[src/assert_macros.svh]
// ---------------------------------------------------------------------------
// Assertion macros
// Shared concurrent assertion macros; empty when SYNTH is defined.
// ---------------------------------------------------------------------------
`ifndef ASSERT_MACROS_SVH
`define ASSERT_MACROS_SVH
`ifndef SYNTH
`define FTS_ASSERT(lbl, clk, rst, prop, msg) \
   lbl: assert property (@(posedge clk) disable iff (rst) prop) else $error(msg);
`define FTS_ASSERT_ALWAYS(lbl, clk, prop, msg) \
   lbl: assert property (@(posedge clk) prop) else $error(msg);
`else
`define FTS_ASSERT(lbl, clk, rst, prop, msg)
`define FTS_ASSERT_ALWAYS(lbl, clk, prop, msg)
`endif
`endif

[src/fts_pkg.sv]
`timescale 1ns / 1ps
// ---------------------------------------------------------------------------
// Fenwick tree sum engine package
// Operation codes, phase descriptors and controller/datapath signal groups.
// ---------------------------------------------------------------------------
package fts_pkg;

   // Width of a walk index; holds top + 1 and the update walk overshoot.
   localparam int unsigned WALK_W = 12;

   localparam logic [2:0] OP_ADD    = 3'd0;
   localparam logic [2:0] OP_PREFIX = 3'd1;
   localparam logic [2:0] OP_RANGE  = 3'd2;
   localparam logic [2:0] OP_SUFFIX = 3'd3;
   localparam logic [2:0] OP_RADD   = 3'd4;
   localparam logic [2:0] OP_DADD   = 3'd5;
   localparam logic [2:0] OP_DSUM   = 3'd6;

   localparam logic [9:0] TREE_SIZE_RESET = 10'd1023;

   typedef enum logic [2:0] {
      IDX_LO   = 3'd0,
      IDX_LOM1 = 3'd1,
      IDX_HI   = 3'd2,
      IDX_HIP1 = 3'd3,
      IDX_TOP  = 3'd4
   } idx_sel_type;

   typedef enum logic {
      OPND_HI   = 1'b0,
      OPND_LOM1 = 1'b1
   } opnd_sel_type;

   // One phase of an operation: one tree walk plus optional multiply.
   typedef struct packed {
      logic         valid;
      logic         update;
      logic         aux;
      logic         neg;
      logic         mul;
      idx_sel_type  idx;
      opnd_sel_type opnd;
   } phase_type;

   typedef struct packed {
      logic      clear;
      logic      req_ready;
      logic      walk_start;
      logic      walk_run;
      logic      mul_go;
      logic      acc;
      logic      out_load;
      phase_type desc;
   } cmd_type;

   typedef struct packed {
      logic       accept;
      logic       clear_done;
      logic       walk_done;
      logic       rsp_free;
      logic       err;
      logic [2:0] op;
   } status_type;

   function automatic phase_type mk(input logic upd, input logic aux, input logic neg,
                                    input logic mul, input idx_sel_type idx,
                                    input opnd_sel_type opnd);
      phase_type d;
      d.valid  = 1'b1;
      d.update = upd;
      d.aux    = aux;
      d.neg    = neg;
      d.mul    = mul;
      d.idx    = idx;
      d.opnd   = opnd;
      return d;
   endfunction

   // Phase list of each operation; an invalid entry ends the operation.
   function automatic phase_type phase_desc(input logic [2:0] op, input logic [2:0] ph);
      phase_type d;
      d = '0;
      case (op)
         OP_ADD: begin
            if (ph == 3'd0) d = mk(1'b1, 1'b0, 1'b0, 1'b0, IDX_LO, OPND_HI);
         end
         OP_PREFIX: begin
            if (ph == 3'd0) d = mk(1'b0, 1'b0, 1'b0, 1'b0, IDX_LO, OPND_HI);
         end
         OP_RANGE: begin
            if (ph == 3'd0) d = mk(1'b0, 1'b0, 1'b0, 1'b0, IDX_HI, OPND_HI);
            if (ph == 3'd1) d = mk(1'b0, 1'b0, 1'b1, 1'b0, IDX_LOM1, OPND_HI);
         end
         OP_SUFFIX: begin
            if (ph == 3'd0) d = mk(1'b0, 1'b0, 1'b0, 1'b0, IDX_TOP, OPND_HI);
            if (ph == 3'd1) d = mk(1'b0, 1'b0, 1'b1, 1'b0, IDX_LOM1, OPND_HI);
         end
         OP_RADD: begin
            if (ph == 3'd0) d = mk(1'b1, 1'b0, 1'b0, 1'b0, IDX_LO, OPND_HI);
            if (ph == 3'd1) d = mk(1'b1, 1'b0, 1'b1, 1'b0, IDX_HIP1, OPND_HI);
         end
         OP_DADD: begin
            if (ph == 3'd0) d = mk(1'b1, 1'b0, 1'b0, 1'b0, IDX_LO, OPND_HI);
            if (ph == 3'd1) d = mk(1'b1, 1'b0, 1'b1, 1'b0, IDX_HIP1, OPND_HI);
            if (ph == 3'd2) d = mk(1'b1, 1'b1, 1'b0, 1'b1, IDX_LO, OPND_LOM1);
            if (ph == 3'd3) d = mk(1'b1, 1'b1, 1'b1, 1'b1, IDX_HIP1, OPND_HI);
         end
         OP_DSUM: begin
            if (ph == 3'd0) d = mk(1'b0, 1'b0, 1'b0, 1'b1, IDX_HI, OPND_HI);
            if (ph == 3'd1) d = mk(1'b0, 1'b1, 1'b1, 1'b0, IDX_HI, OPND_HI);
            if (ph == 3'd2) d = mk(1'b0, 1'b0, 1'b1, 1'b1, IDX_LOM1, OPND_LOM1);
            if (ph == 3'd3) d = mk(1'b0, 1'b1, 1'b0, 1'b0, IDX_LOM1, OPND_HI);
         end
         default: begin
            d = '0;
         end
      endcase
      return d;
   endfunction

endpackage

[src/fts_ctrl.sv]
`timescale 1ns / 1ps
// ---------------------------------------------------------------------------
// Fenwick tree controller
// Sequences the clearing pass and the phases of each operation.
// ---------------------------------------------------------------------------
`include "assert_macros.svh"
module fts_ctrl (
   input  logic                clock,
   input  logic                reset,
   input  fts_pkg::status_type status,
   output fts_pkg::cmd_type    cmd
);
   typedef enum logic [7:0] {
      S_CLEAR   = 8'b0000_0001,
      S_IDLE    = 8'b0000_0010,
      S_PHASE   = 8'b0000_0100,
      S_WSTART  = 8'b0000_1000,
      S_WALK    = 8'b0001_0000,
      S_POSTMUL = 8'b0010_0000,
      S_ACC     = 8'b0100_0000,
      S_FINISH  = 8'b1000_0000
   } state_type;

   state_type state_ff, state_in;
   logic [2:0] phase_ff, phase_in;
   fts_pkg::phase_type desc;

   assign desc = fts_pkg::phase_desc(status.op, phase_ff);

   // Next state and command decode.
   always_comb begin
      state_in = state_ff;
      phase_in = phase_ff;
      cmd      = '0;
      cmd.desc = desc;
      case (state_ff)
         S_CLEAR: begin
            cmd.clear = 1'b1;
            if (status.clear_done) state_in = S_IDLE;
         end
         S_IDLE: begin
            cmd.req_ready = 1'b1;
            if (status.accept) begin
               phase_in = '0;
               state_in = S_PHASE;
            end
         end
         S_PHASE: begin
            if (status.err || !desc.valid) begin
               state_in = S_FINISH;
            end else begin
               cmd.mul_go = desc.update && desc.mul;
               state_in   = S_WSTART;
            end
         end
         S_WSTART: begin
            cmd.walk_start = 1'b1;
            state_in       = S_WALK;
         end
         S_WALK: begin
            cmd.walk_run = 1'b1;
            if (status.walk_done) begin
               if (desc.update) begin
                  phase_in = phase_ff + 3'd1;
                  state_in = S_PHASE;
               end else if (desc.mul) begin
                  state_in = S_POSTMUL;
               end else begin
                  state_in = S_ACC;
               end
            end
         end
         S_POSTMUL: begin
            cmd.mul_go = 1'b1;
            state_in   = S_ACC;
         end
         S_ACC: begin
            cmd.acc  = 1'b1;
            phase_in = phase_ff + 3'd1;
            state_in = S_PHASE;
         end
         S_FINISH: begin
            if (status.rsp_free) begin
               cmd.out_load = 1'b1;
               state_in     = S_IDLE;
            end
         end
         default: begin
            state_in = S_CLEAR;
         end
      endcase
   end

   always_ff @(posedge clock) begin
      if (reset) begin
         state_ff <= S_CLEAR;
         phase_ff <= '0;
      end else begin
         state_ff <= state_in;
         phase_ff <= phase_in;
      end
   end

   // An accepted transaction always starts with its first phase.
   `FTS_ASSERT(a_accept_phase, clock, reset, status.accept |=> (state_ff == S_PHASE && phase_ff == 3'd0), "accept did not start phase zero")
   // A new walk only starts once the previous one has drained.
   `FTS_ASSERT(a_walk_drained, clock, reset, cmd.walk_start |-> status.walk_done, "walk started while busy")
   // No operation has more than four phases.
   `FTS_ASSERT(a_phase_bound, clock, reset, (state_ff == S_PHASE) |-> (phase_ff <= 3'd4), "phase count overrun")
endmodule

[config.mk]
export PLATFORM = sky130hd
export DESIGN_NAME = fts_ctrl
export DESIGN_NICKNAME = d
export VERILOG_FILES = /design/src/fts_pkg.sv /design/src/fts_ctrl.sv
export VERILOG_INCLUDE_DIRS = /design/src /design/src/src
export SDC_FILE = /design/constraint.sdc
export NUM_CORES = 1
export LEC_CHECK = 0
export BUFFER_PORTS_ARGS = -buffer_cell sky130_fd_sc_hd__buf_2
export CAP_MARGIN = 20
export CORE_UTILIZATION = 45
export CTS_BUF_LIST = sky130_fd_sc_hd__clkbuf_4 sky130_fd_sc_hd__clkbuf_8 sky130_fd_sc_hd__clkbuf_16
export CTS_CLUSTER_DIAMETER = 50
export DETAILED_ROUTE_END_ITERATION = 10
export PLACE_DENSITY_LB_ADDON = 0.05
export RECOVER_POWER = 50
export SLEW_MARGIN = 10
export SYNTH_ARGS = -nofsm -noshare
export SYNTH_HDL_FRONTEND = slang
export SYNTH_SLANG_ARGS = --single-unit
[constraint.sdc]
create_clock -name clock -period 2.09 [get_ports clock]
set_clock_uncertainty 0.15 [all_clocks]
set_input_delay 0.1045 -clock clock [delete_from_list [all_inputs] [get_ports clock]]
set_output_delay 0.1045 -clock clock [all_outputs]
set_load 0.02 [all_outputs]
* After elaboration in Yosys (flattened, before gate mapping)
Index checks and enable logic that the tools add are counted.
W data, S select, Z words.
** Cells by class
- Add/sub/neg operators :: 1
- Equality and inequality tests :: 22
- Reduce and logical (&&, ||, !) cells :: 8
- Multiplexer cells :: 35
** Operator list (count)
- $mux W9 :: 13
- $pmux W8 S8 :: 1
- $pmux W9 S7 :: 1
- $mux W8 :: 6
- $eq A3 B2 Y1 const B :: 4
- $ne A2 B2 Y1 const B :: 5
- $eq A3 B3 Y1 const B :: 3
- $mux W3 :: 3
- $pmux W3 S3 :: 1
- $eq A8 B1 Y1 const B :: 1
- $eq A8 B2 Y1 const B :: 1
- $eq A8 B3 Y1 const B :: 1
- $eq A8 B4 Y1 const B :: 1
- $eq A8 B5 Y1 const B :: 1
- $eq A8 B6 Y1 const B :: 1
- $eq A8 B7 Y1 const B :: 1
- $eq A8 B8 Y1 const B :: 1
- $mux W1 :: 8
- $reduce_and A4 Y1 :: 2
- $mux W7 :: 1
- $eq A3 B1 Y1 const B :: 2
- $logic_not A3 Y1 :: 2
- $add A3 B1 Y3 const B :: 1
- $reduce_bool A3 Y1 :: 1
- 4 further kinds :: 4
** Word-level totals
- Output and inout bits :: 16
- Logic and storage cells :: 68
- Flip-flop bits (word level) :: 11

* Depth between registers and ports, before layout
Gate-level depths: netlist of the first run.
- Depth after elaboration :: 10
- Gate-level depth with buffers :: 7
- Depth with buffers taken out :: 7

* Worst setup path after synthesis of the first run
OpenSTA, ideal clock, no wires.
- Path type :: reg2out
- Start point :: reg phase_ff[1]
- End point :: out cmd[11] in the netlist's numbering
- Data arrival time :: 2246 ps
- Required time :: 1836 ps
- Path slack :: -411 ps
- Cell stages (with the launch flop) :: 8
- Cell sequence :: dfxtp_1 inv_1 ha_1 nand2b_1 a2111o_1 a21oi_1 nand4_1 o22ai_1
** RTL lines
- from (decl) :: line fts_ctrl.sv:25 : logic [2:0] phase_ff, phase_in;
- from (signal assigned) :: line fts_ctrl.sv:100 : phase_ff <= phase_in;
- to (decl) :: line fts_ctrl.sv:11 : output fts_pkg::cmd_type cmd

==> key figures, run 1 <==
Worst setup path
  • Capturing element type of the critical path: output pin
  • Required time of the worst setup path: 1.84 ns
  • Cell count of the worst reg-to-reg path: 8
  • CP Data Arrival Time: 1.99 ns
  • Largest driver fanout on the critical path: 4
  • Critical path class: reg2out
  • Type of origin of the critical path: flip-flop

Final layout
  • Total non-filler cell area in the finished layout: between 1500 and 2000 um2
  • Net total in the final layout: 213
  • Share of final-layout standard cells stronger than drive strength 1: 46.7%
  • Final core utilization: 75.2%
  • Diode insertion count for antenna repair: 0
  • Number of fill cells in the layout: around 160
  • Layout area overhead: 55.1%
  • Final instance count without filler cells: 225

Power
  • Leakage: 0.734 nW
  • Power per Cell Area: 529 nW/um2
  • Portion of total power attributed to combinational logic: 52.9%
  • Share of total power in the clock network: 19.5%
  • Worst IR Drop VDD: 0.604 mV
  • Internal power: approximately 0.53 mW
  • Fraction of power spent switching nets: roughly 41%
  • Sequential cell fraction of total power: 27.5%
  • Net switching component of the power: 0.364 mW

Logic synthesis
  • Top cell type's share of synthesized area: 20.3%
  • Post-synthesis sequential area ratio: 20.3%
  • Post-Syn Instances: around 140
  • Synth area leaders: dfxtp_1 (20%), nand2b_1 (6.4%), ha_1 (5.8%), or4b_1 (4.6%), nand2_1 (4.2%)
  • Cell area after synthesis: 1080 um2
  • Count of flip-flops with a built-in enable after synthesis: 0
  • Synthesis-stage register bit count: 11
  • Warnings, synthesis: 0
  • Most common cell in the netlist: nand2_1
  • Number of library cell types mapped by synthesis: 50
  • Mean instance size in the synthesized netlist: 7.58 um2
  • Synth top cells by count: nand2_1 (12), dfxtp_1 (11), nand2b_1 (11), nor2_1 (11), inv_1 (9)
  • Prevailing post-synth register cell: dfxtp_1
  • Synthesized net count: 158
  • Fraction of registers with async set/reset: 0%
  • Leading area contributor after synthesis: dfxtp_1

Die
  • Die H: about 51 um
  • Top-level port count: 26
  • Area of the die: 2610 um2
  • Starting density of the core: 48.5%
  • Area of the core: 2230 um2
  • Width of the die: 51.1 um
  • Cell row count: 17

Drt
  • Initial DRC Count: 54
  • Final routed DRC violation total: 0
  • First-pass iteration count of the detailed router: 4
  • Vias: 1354
  • Average vias per placed instance: approximately 6
  • Antenna-violating nets left: 0
  • Average wire per cell in the routed design: approximately 17 um
  • Detailed Route WL: 3.84 mm

Clock network
  • Number of CTS-inserted buffers: 3
  • H-Tree Depth: 1
  • TritonCTS clock tree: yes
  • Buffer depth of the longest clock path: 2
  • Clock-pin transition on the worst setup and hold timing paths: 0.08 ns
  • Insertion delay to the later sink of the worst-skew pair: 0.28 ns
  • Clock root cell: clkbuf_4
  • Number of clock sinks: 11

Min path
  • Number of cells on the worst hold path: 4
  • Hold/Removal Path Class: in2reg

Placed design
  • Post-DP HPWL: 2.44 mm
  • Cell Area, Placed: 1390 um2
  • Worst-case setup slack after placement: -0.0434 ns
  • Number of port buffers: 25
  • Placer's final routability congestion estimate: 0.933
  • Post-Place Cells: ~210

STA
  • Highest clock rate: 0.445 GHz
  • Worst Setup Slack, final: -0.155 ns
  • Fin. Hold Viols: 0
  • Number of failing setup endpoints in the final timing report: 3
  • Final-report max-slew violation count: 0
  • Unrepaired setup endpoints after global routing: true
  • Max-slew headroom: about 70%
  • Time the worst path needs with I/O delays and setup: 2.24 ns
  • Fin crit share: 107%
  • Setup tns final: -0.238 ns
  • Actual slew at the worst max-slew pin: 0.420 ns

Global route
  • All-Layer GR Usage: 28.9%
  • Antenna violations before repair: 0
  • First-pass GRT wire length: 5.73 mm
  • Number of global-route vias before repair: 1245
  • Global-route congestion overflow total: 0
  • Largest net degree at the start of global routing: 15

Status
  • Run status: complete, but fails checks
  • Violations in the final reports: setup timing

Job
  • Number of max-cap violations: 0
layout make-up:
| cell class | count | area (um2) | share of cell area (%) |
|---|---|---|---|
| clock buffers | 4 | 30.0 | 1.79 |
| inverters | 9 | 41.3 | 2.46 |
| multi-input cells | 116 | 941 | 56.0 |
| flip-flops and latches | 11 | 230 | 13.7 |
| well taps | 28 | 35.0 | 2.08 |
| repair buffers | 57 | 403 | 24.0 |
worst max-delay path, stage by stage, from the launching register on:
cell      delay (ns)
dfxtp_4         0.40
inv_4           0.06
ha_4            0.16
nand2b_4        0.14
a2111o_1        0.37
a21oi_2         0.14
nand4_1         0.14
o22ai_2         0.17
buf_6           0.14
cells in the final DEF, fill, tap and decap left out, types with 4 or more instances in the layout:
| cell | Yosys | layout |
|---|---|---|
| nand2b_1 | 11 | 9 |
| nor2_1 | 11 | 11 |
| or4b_1 | 5 | 5 |
| nand3_1 | 5 | 5 |
| ha_4 | 0 | 5 |
| buf_6 | 2 | 6 |
| buf_4 | 0 | 28 |
| a21oi_1 | 7 | 4 |
| buf_2 | 2 | 21 |
| nor3_1 | 8 | 6 |
| dfxtp_1 | 11 | 7 |
| inv_1 | 9 | 7 |
| clkbuf_4 | 0 | 4 |
| nand2_1 | 12 | 11 |
registers in the layout (all words and copies together), names as in the netlist:
signal    flops
phase_ff      3
state_ff      8
path summary, 6_finish.rpt:
path / start / to / slack (ns)
max: phase_ff[1]$_SDFFE_PP0P_ / cmd[11] / -0.15
min: status[3] / state_ff[3]$_SDFFE_PP0P_ / 0.11
max reg2reg: phase_ff[1]$_SDFFE_PP0P_ / phase_ff[0]$_SDFFE_PP0P_ / -0.06
min reg2reg: state_ff[1]$_SDFFE_PP0P_ / state_ff[1]$_SDFFE_PP0P_ / 0.43
stage by stage:
stage | hold WS, ns | power (mW)
after global placement | 0.226 | 0.634
after CTS | 0.0934 | 0.822
after global routing | 0.0935 | 0.938
final | 0.106 | 0.890
after detailed placement | 0.234 | 0.640
after floorplan | 0.138 | 0.474
cell families after synthesis:
kind of cell | Yosys count | share of synthesized area, %
adders and majority gates | 5 | 5.77
and+or+nand+nor | 73 | 39.3
muxes | 2 | 2.31
xor gates and xnor gates | 2 | 1.62
DFF | 11 | 20.3
buffers and inverters | 16 | 7.16
AOI/OAI and AO/OA | 34 | 23.6
repair_timing:
action                                  in CTS  in global routing
endpoints found under the hold margin        4                  0
buffers inserted                             6                  2
resized for setup                           28                 19
endpoints found under the setup margin       5                 12
hold buffers                                 2                  0
pin swaps                                    6                  3
power groups by stage:
stage	Combinational (mW)	Sequential, mW	Clock, mW
2_1_floorplan	0.228	0.246	0
3_3_place_gp	0.381	0.253	0
3_5_place_dp	0.388	0.252	0
4_1_cts	0.409	0.244	0.169
5_1_grt	0.502	0.247	0.189
6_report	0.471	0.245	0.174
layer usage:
layer | share of wire [%] | global-route usage [%]
met1 | 43 | 37.5
met2 | 49 | 50.0
met3 | 6.4 | 4.17
met4 | 1.5 | 6.02
met5 | 0 | 0
Note: power is estimated with default switching activity, not from simulation.
==> run 2, diff against run 1 <==
==> constraint.sdc (replaced) <==
create_clock -name clock -period 2.3 [get_ports clock]
set_clock_uncertainty 0.15 [all_clocks]
set_input_delay 0.115 -clock clock [delete_from_list [all_inputs] [get_ports clock]]
set_output_delay 0.115 -clock clock [all_outputs]
set_load 0.02 [all_outputs]
==> key figures, run 2 (synthesis results as in run 1) <==
Status
  • Run status: completed (was complete, but fails checks)

Placed design
  • Post-Place Cells: 198 (was 212)
  • Worst-case setup slack after placement: 0.177 ns (was -0.0434 ns)
  • Number of port buffers: 25 (unchanged)
  • Cell Area, Placed: 1280 um2 (was 1390 um2)
  • Post-DP HPWL: 2.16 mm (was 2.44 mm)
  • Placer's final routability congestion estimate: 0.917 (was 0.933)

Drt
  • Detailed Route WL: 2.86 mm (was 3.84 mm)
  • Average wire per cell in the routed design: 14.0 um (was 17.1 um)
  • Final routed DRC violation total: 0 (unchanged)
  • Antenna-violating nets left: 0 (unchanged)
  • Vias: 1186 (was 1354)
  • Initial DRC Count: 48 (was 54)
  • Average vias per placed instance: 5.81 (was 6.02)
  • First-pass iteration count of the detailed router: 4 (unchanged)

Worst setup path
  • Critical path class: reg2out (unchanged)
  • Capture point of the worst path: cmd[11] (unchanged)
  • Largest driver fanout on the critical path: 4 (unchanged)
  • Critical path's largest stage delay: 0.45 ns (was 0.40 ns)
  • Capturing element type of the critical path: output pin (unchanged)
  • Critical Path Most Common Cell: nand2b_1
  • Endpoint of the worst register-to-register path: phase_ff[2]$_SDFFE_PP0P_ (was phase_ff[0]$_SDFFE_PP0P_)
  • Reg2Reg Launch Point: state_ff[0]$_SDFFE_PP1P_ (was phase_ff[1]$_SDFFE_PP0P_)
  • R2R Setup Slk: 0.16 ns (was -0.06 ns)
  • Required time of the worst setup path: 2.04 ns (was 1.84 ns)
  • Chain of cells forming the critical path: inv_4 -> ha_4 -> nand2b_1 -> a2111o_1 -> o211ai_1 -> nand2b_1 -> o22ai_2 -> buf_6 (was inv_4 -> ha_4 -> nand2b_4 -> a2111o_1 -> a21oi_2 -> nand4_1 -> o22ai_2 -> buf_6)
  • CP Data Arrival Time: 1.97 ns (was 1.99 ns)
  • Crit-path slowest cell: a2111o_1 (was dfxtp_4)
  • Type of origin of the critical path: flip-flop (unchanged)
  • Worst Setup SP: phase_ff[0]$_SDFFE_PP0P_ (was phase_ff[1]$_SDFFE_PP0P_)
  • Cell count of the worst reg-to-reg path: 5 (was 8)

Final layout
  • Total non-filler cell area in the finished layout: 1360 um2 (was 1680 um2)
  • Registers with the most flip-flops: state_ff x8, phase_ff x3 (unchanged)
  • Diode insertion count for antenna repair: 0 (unchanged)
  • Register containing the most flip-flops in the final layout: state_ff (unchanged)
  • Share of final-layout standard cells stronger than drive strength 1: 29.0% (was 46.7%)
  • Most frequent cells in the layout: buf_2 (18), nand2_1 (12), nor2_1 (11), nand2b_1 (10) (was buf_4 (28), buf_2 (21), nand2_1 (11), nor2_1 (11), nand2b_1 (9))
  • Max reg flops: 8 (unchanged)
  • Number of fill cells in the layout: 216 (was 161)
  • Layout area overhead: 25.9% (was 55.1%)
  • Final instance count without filler cells: 204 (was 225)
  • Net total in the final layout: 192 (was 213)
  • Commonest non-fill, non-tap cell in the layout: buf_2 (was buf_4)
  • Final core utilization: 61.1% (was 75.2%)

Clock network
  • Number of CTS-inserted buffers: 3 (unchanged)
  • Clock-pin transition on the worst setup and hold timing paths: 0.08 ns (about the same)
  • Clock root cell: clkbuf_4 (unchanged)
  • Insertion delay to the later sink of the worst-skew pair: 0.27 ns (was 0.28 ns)
  • TritonCTS clock tree: yes (unchanged)
  • Number of clock sinks: 11 (unchanged)
  • H-Tree Depth: 1 (unchanged)
  • Buffer depth of the longest clock path: 2 (unchanged)

Global route
  • First-pass GRT wire length: 4.68 mm (was 5.73 mm)
  • Global-route congestion overflow total: 0 (unchanged)
  • Largest net degree at the start of global routing: 15 (unchanged)
  • Number of global-route vias before repair: 1063 (was 1245)
  • Antenna violations before repair: 0 (unchanged)
  • All-Layer GR Usage: 23.1% (was 28.9%)

Job
  • Number of max-cap violations: 0 (unchanged)

STA
  • Highest clock rate: roughly 0.45 GHz
  • Final-report max-slew violation count: 0 (unchanged)
  • Setup tns final: 0 ns (was -0.238 ns)
  • Unrepaired setup endpoints after global routing: false (was true)
  • Time the worst path needs with I/O delays and setup: between 2 and 2.5 ns
  • Worst Setup Slack, final: 0.0689 ns (was -0.155 ns)
  • Post-route worst hold slack: 0.0257 ns (was 0.106 ns)
  • Fin. Hold Viols: 0 (unchanged)
  • Fin crit share: 97.0%
  • Actual slew at the worst max-slew pin: 0.391 ns (was 0.420 ns)
  • Number of failing setup endpoints in the final timing report: 0 (was 3)
  • Max-slew headroom: 73.9% (was 71.6%)

Die
  • Starting density of the core: 48.5% (unchanged)
  • Area of the die: 2610 um2 (unchanged)
  • Cell row count: 17 (unchanged)
  • Die H: 51.1 um (unchanged)
  • Top-level port count: 26 (unchanged)
  • Width of the die: 51.1 um (unchanged)
  • Area of the core: 2230 um2 (unchanged)

Power
  • Fraction of power spent switching nets: 40.6% (was 40.9%)
  • Net switching component of the power: 0.276 mW (was 0.364 mW)
  • Portion of total power attributed to combinational logic: 43.8% (was 52.9%)
  • Internal power: 0.404 mW (was 0.526 mW)
  • Total Power: 0.680 mW (was 0.890 mW)
  • Worst IR Drop VDD: 0.538 mV (was 0.604 mV)
  • Power per Cell Area: 498 nW/um2 (was 529 nW/um2)
  • Share of total power in the clock network: 22.2% (was 19.5%)
  • Leakage: 0.575 nW (was 0.734 nW)
  • Sequential cell fraction of total power: 34.0% (was 27.5%)

Min path
  • Number of cells on the worst hold path: 4 (unchanged)
  • Hold/Removal Path Class: in2reg (unchanged)
## run 2: changes by cell type in the layout (fill, tap and decap cells not counted), sizes merged
cell,change
buf,-26
clkbuf,+6
dlygate4sd3,-1
## run 2: metal layers
| layer | part of all wire [%] | routed length, um | GRT usage (%) | up-vias |
|---|---|---|---|---|
| li1 | - | - | - | 600 |
| met5 | 0 | 0 | 0 | - |
| met3 | 4.6 | 132 | 3.87 | 4 |
| met1 | 50 | 1430 | 32.6 | 552 |
| met2 | 45 | 1280 | 36.4 | 30 |
| met4 | 0.42 | 12 | 4.63 | 0 |
## run 2: repair_timing
item                                    4_1_cts  5_1_grt
gates resized for setup                       6       10
pin swaps                                     2        3
endpoints found under the setup margin        1        2
hold endpoints to repair                      3        0
hold buffers                                  1        0
buffers inserted                              1        0
## run 2: cell type report
cell class	instances	area (um2)	area share (%)
Multi-Input combinational cell	116	835	61.2
Sequential cell	11	223	16.3
Timing Repair Buffer	36	205	15.0
Inverter	9	36.3	2.66
Clock buffer	4	30.0	2.20
Tap cell	28	35.0	2.57
## run 2: worst max-delay path: cells and delay by family (launching register included)
| family | cells | cell delay, ns |
|---|---|---|
| buf+inv | 2 | 0.22 |
| compound gates | 3 | 0.76 |
| simple gates | 2 | 0.21 |
| flops | 1 | 0.35 |
| fa+ha+maj | 1 | 0.16 |
## run 2: worst min path at each step
stage                     startpoint                  endpoint  slack, ns
after floorplan            status[5]  state_ff[4]$_SDFFE_PP0P_       0.15
after global placement         reset  state_ff[4]$_SDFFE_PP0P_       0.24
after detailed placement       reset  state_ff[4]$_SDFFE_PP0P_       0.24
after CTS                  status[5]  state_ff[4]$_SDFFE_PP0P_       0.02
after global routing       status[5]  state_ff[4]$_SDFFE_PP0P_       0.06
final                      status[5]  state_ff[4]$_SDFFE_PP0P_       0.03
## run 2: power groups by stage
stage	Clock (mW)	Combinational [mW]	Sequential (mW)
floorplan	0	0.205	0.223
global placement	0	0.292	0.234
detailed placement	0	0.294	0.235
CTS	0.151	0.300	0.231
global route	0.159	0.330	0.234
finish	0.151	0.298	0.231
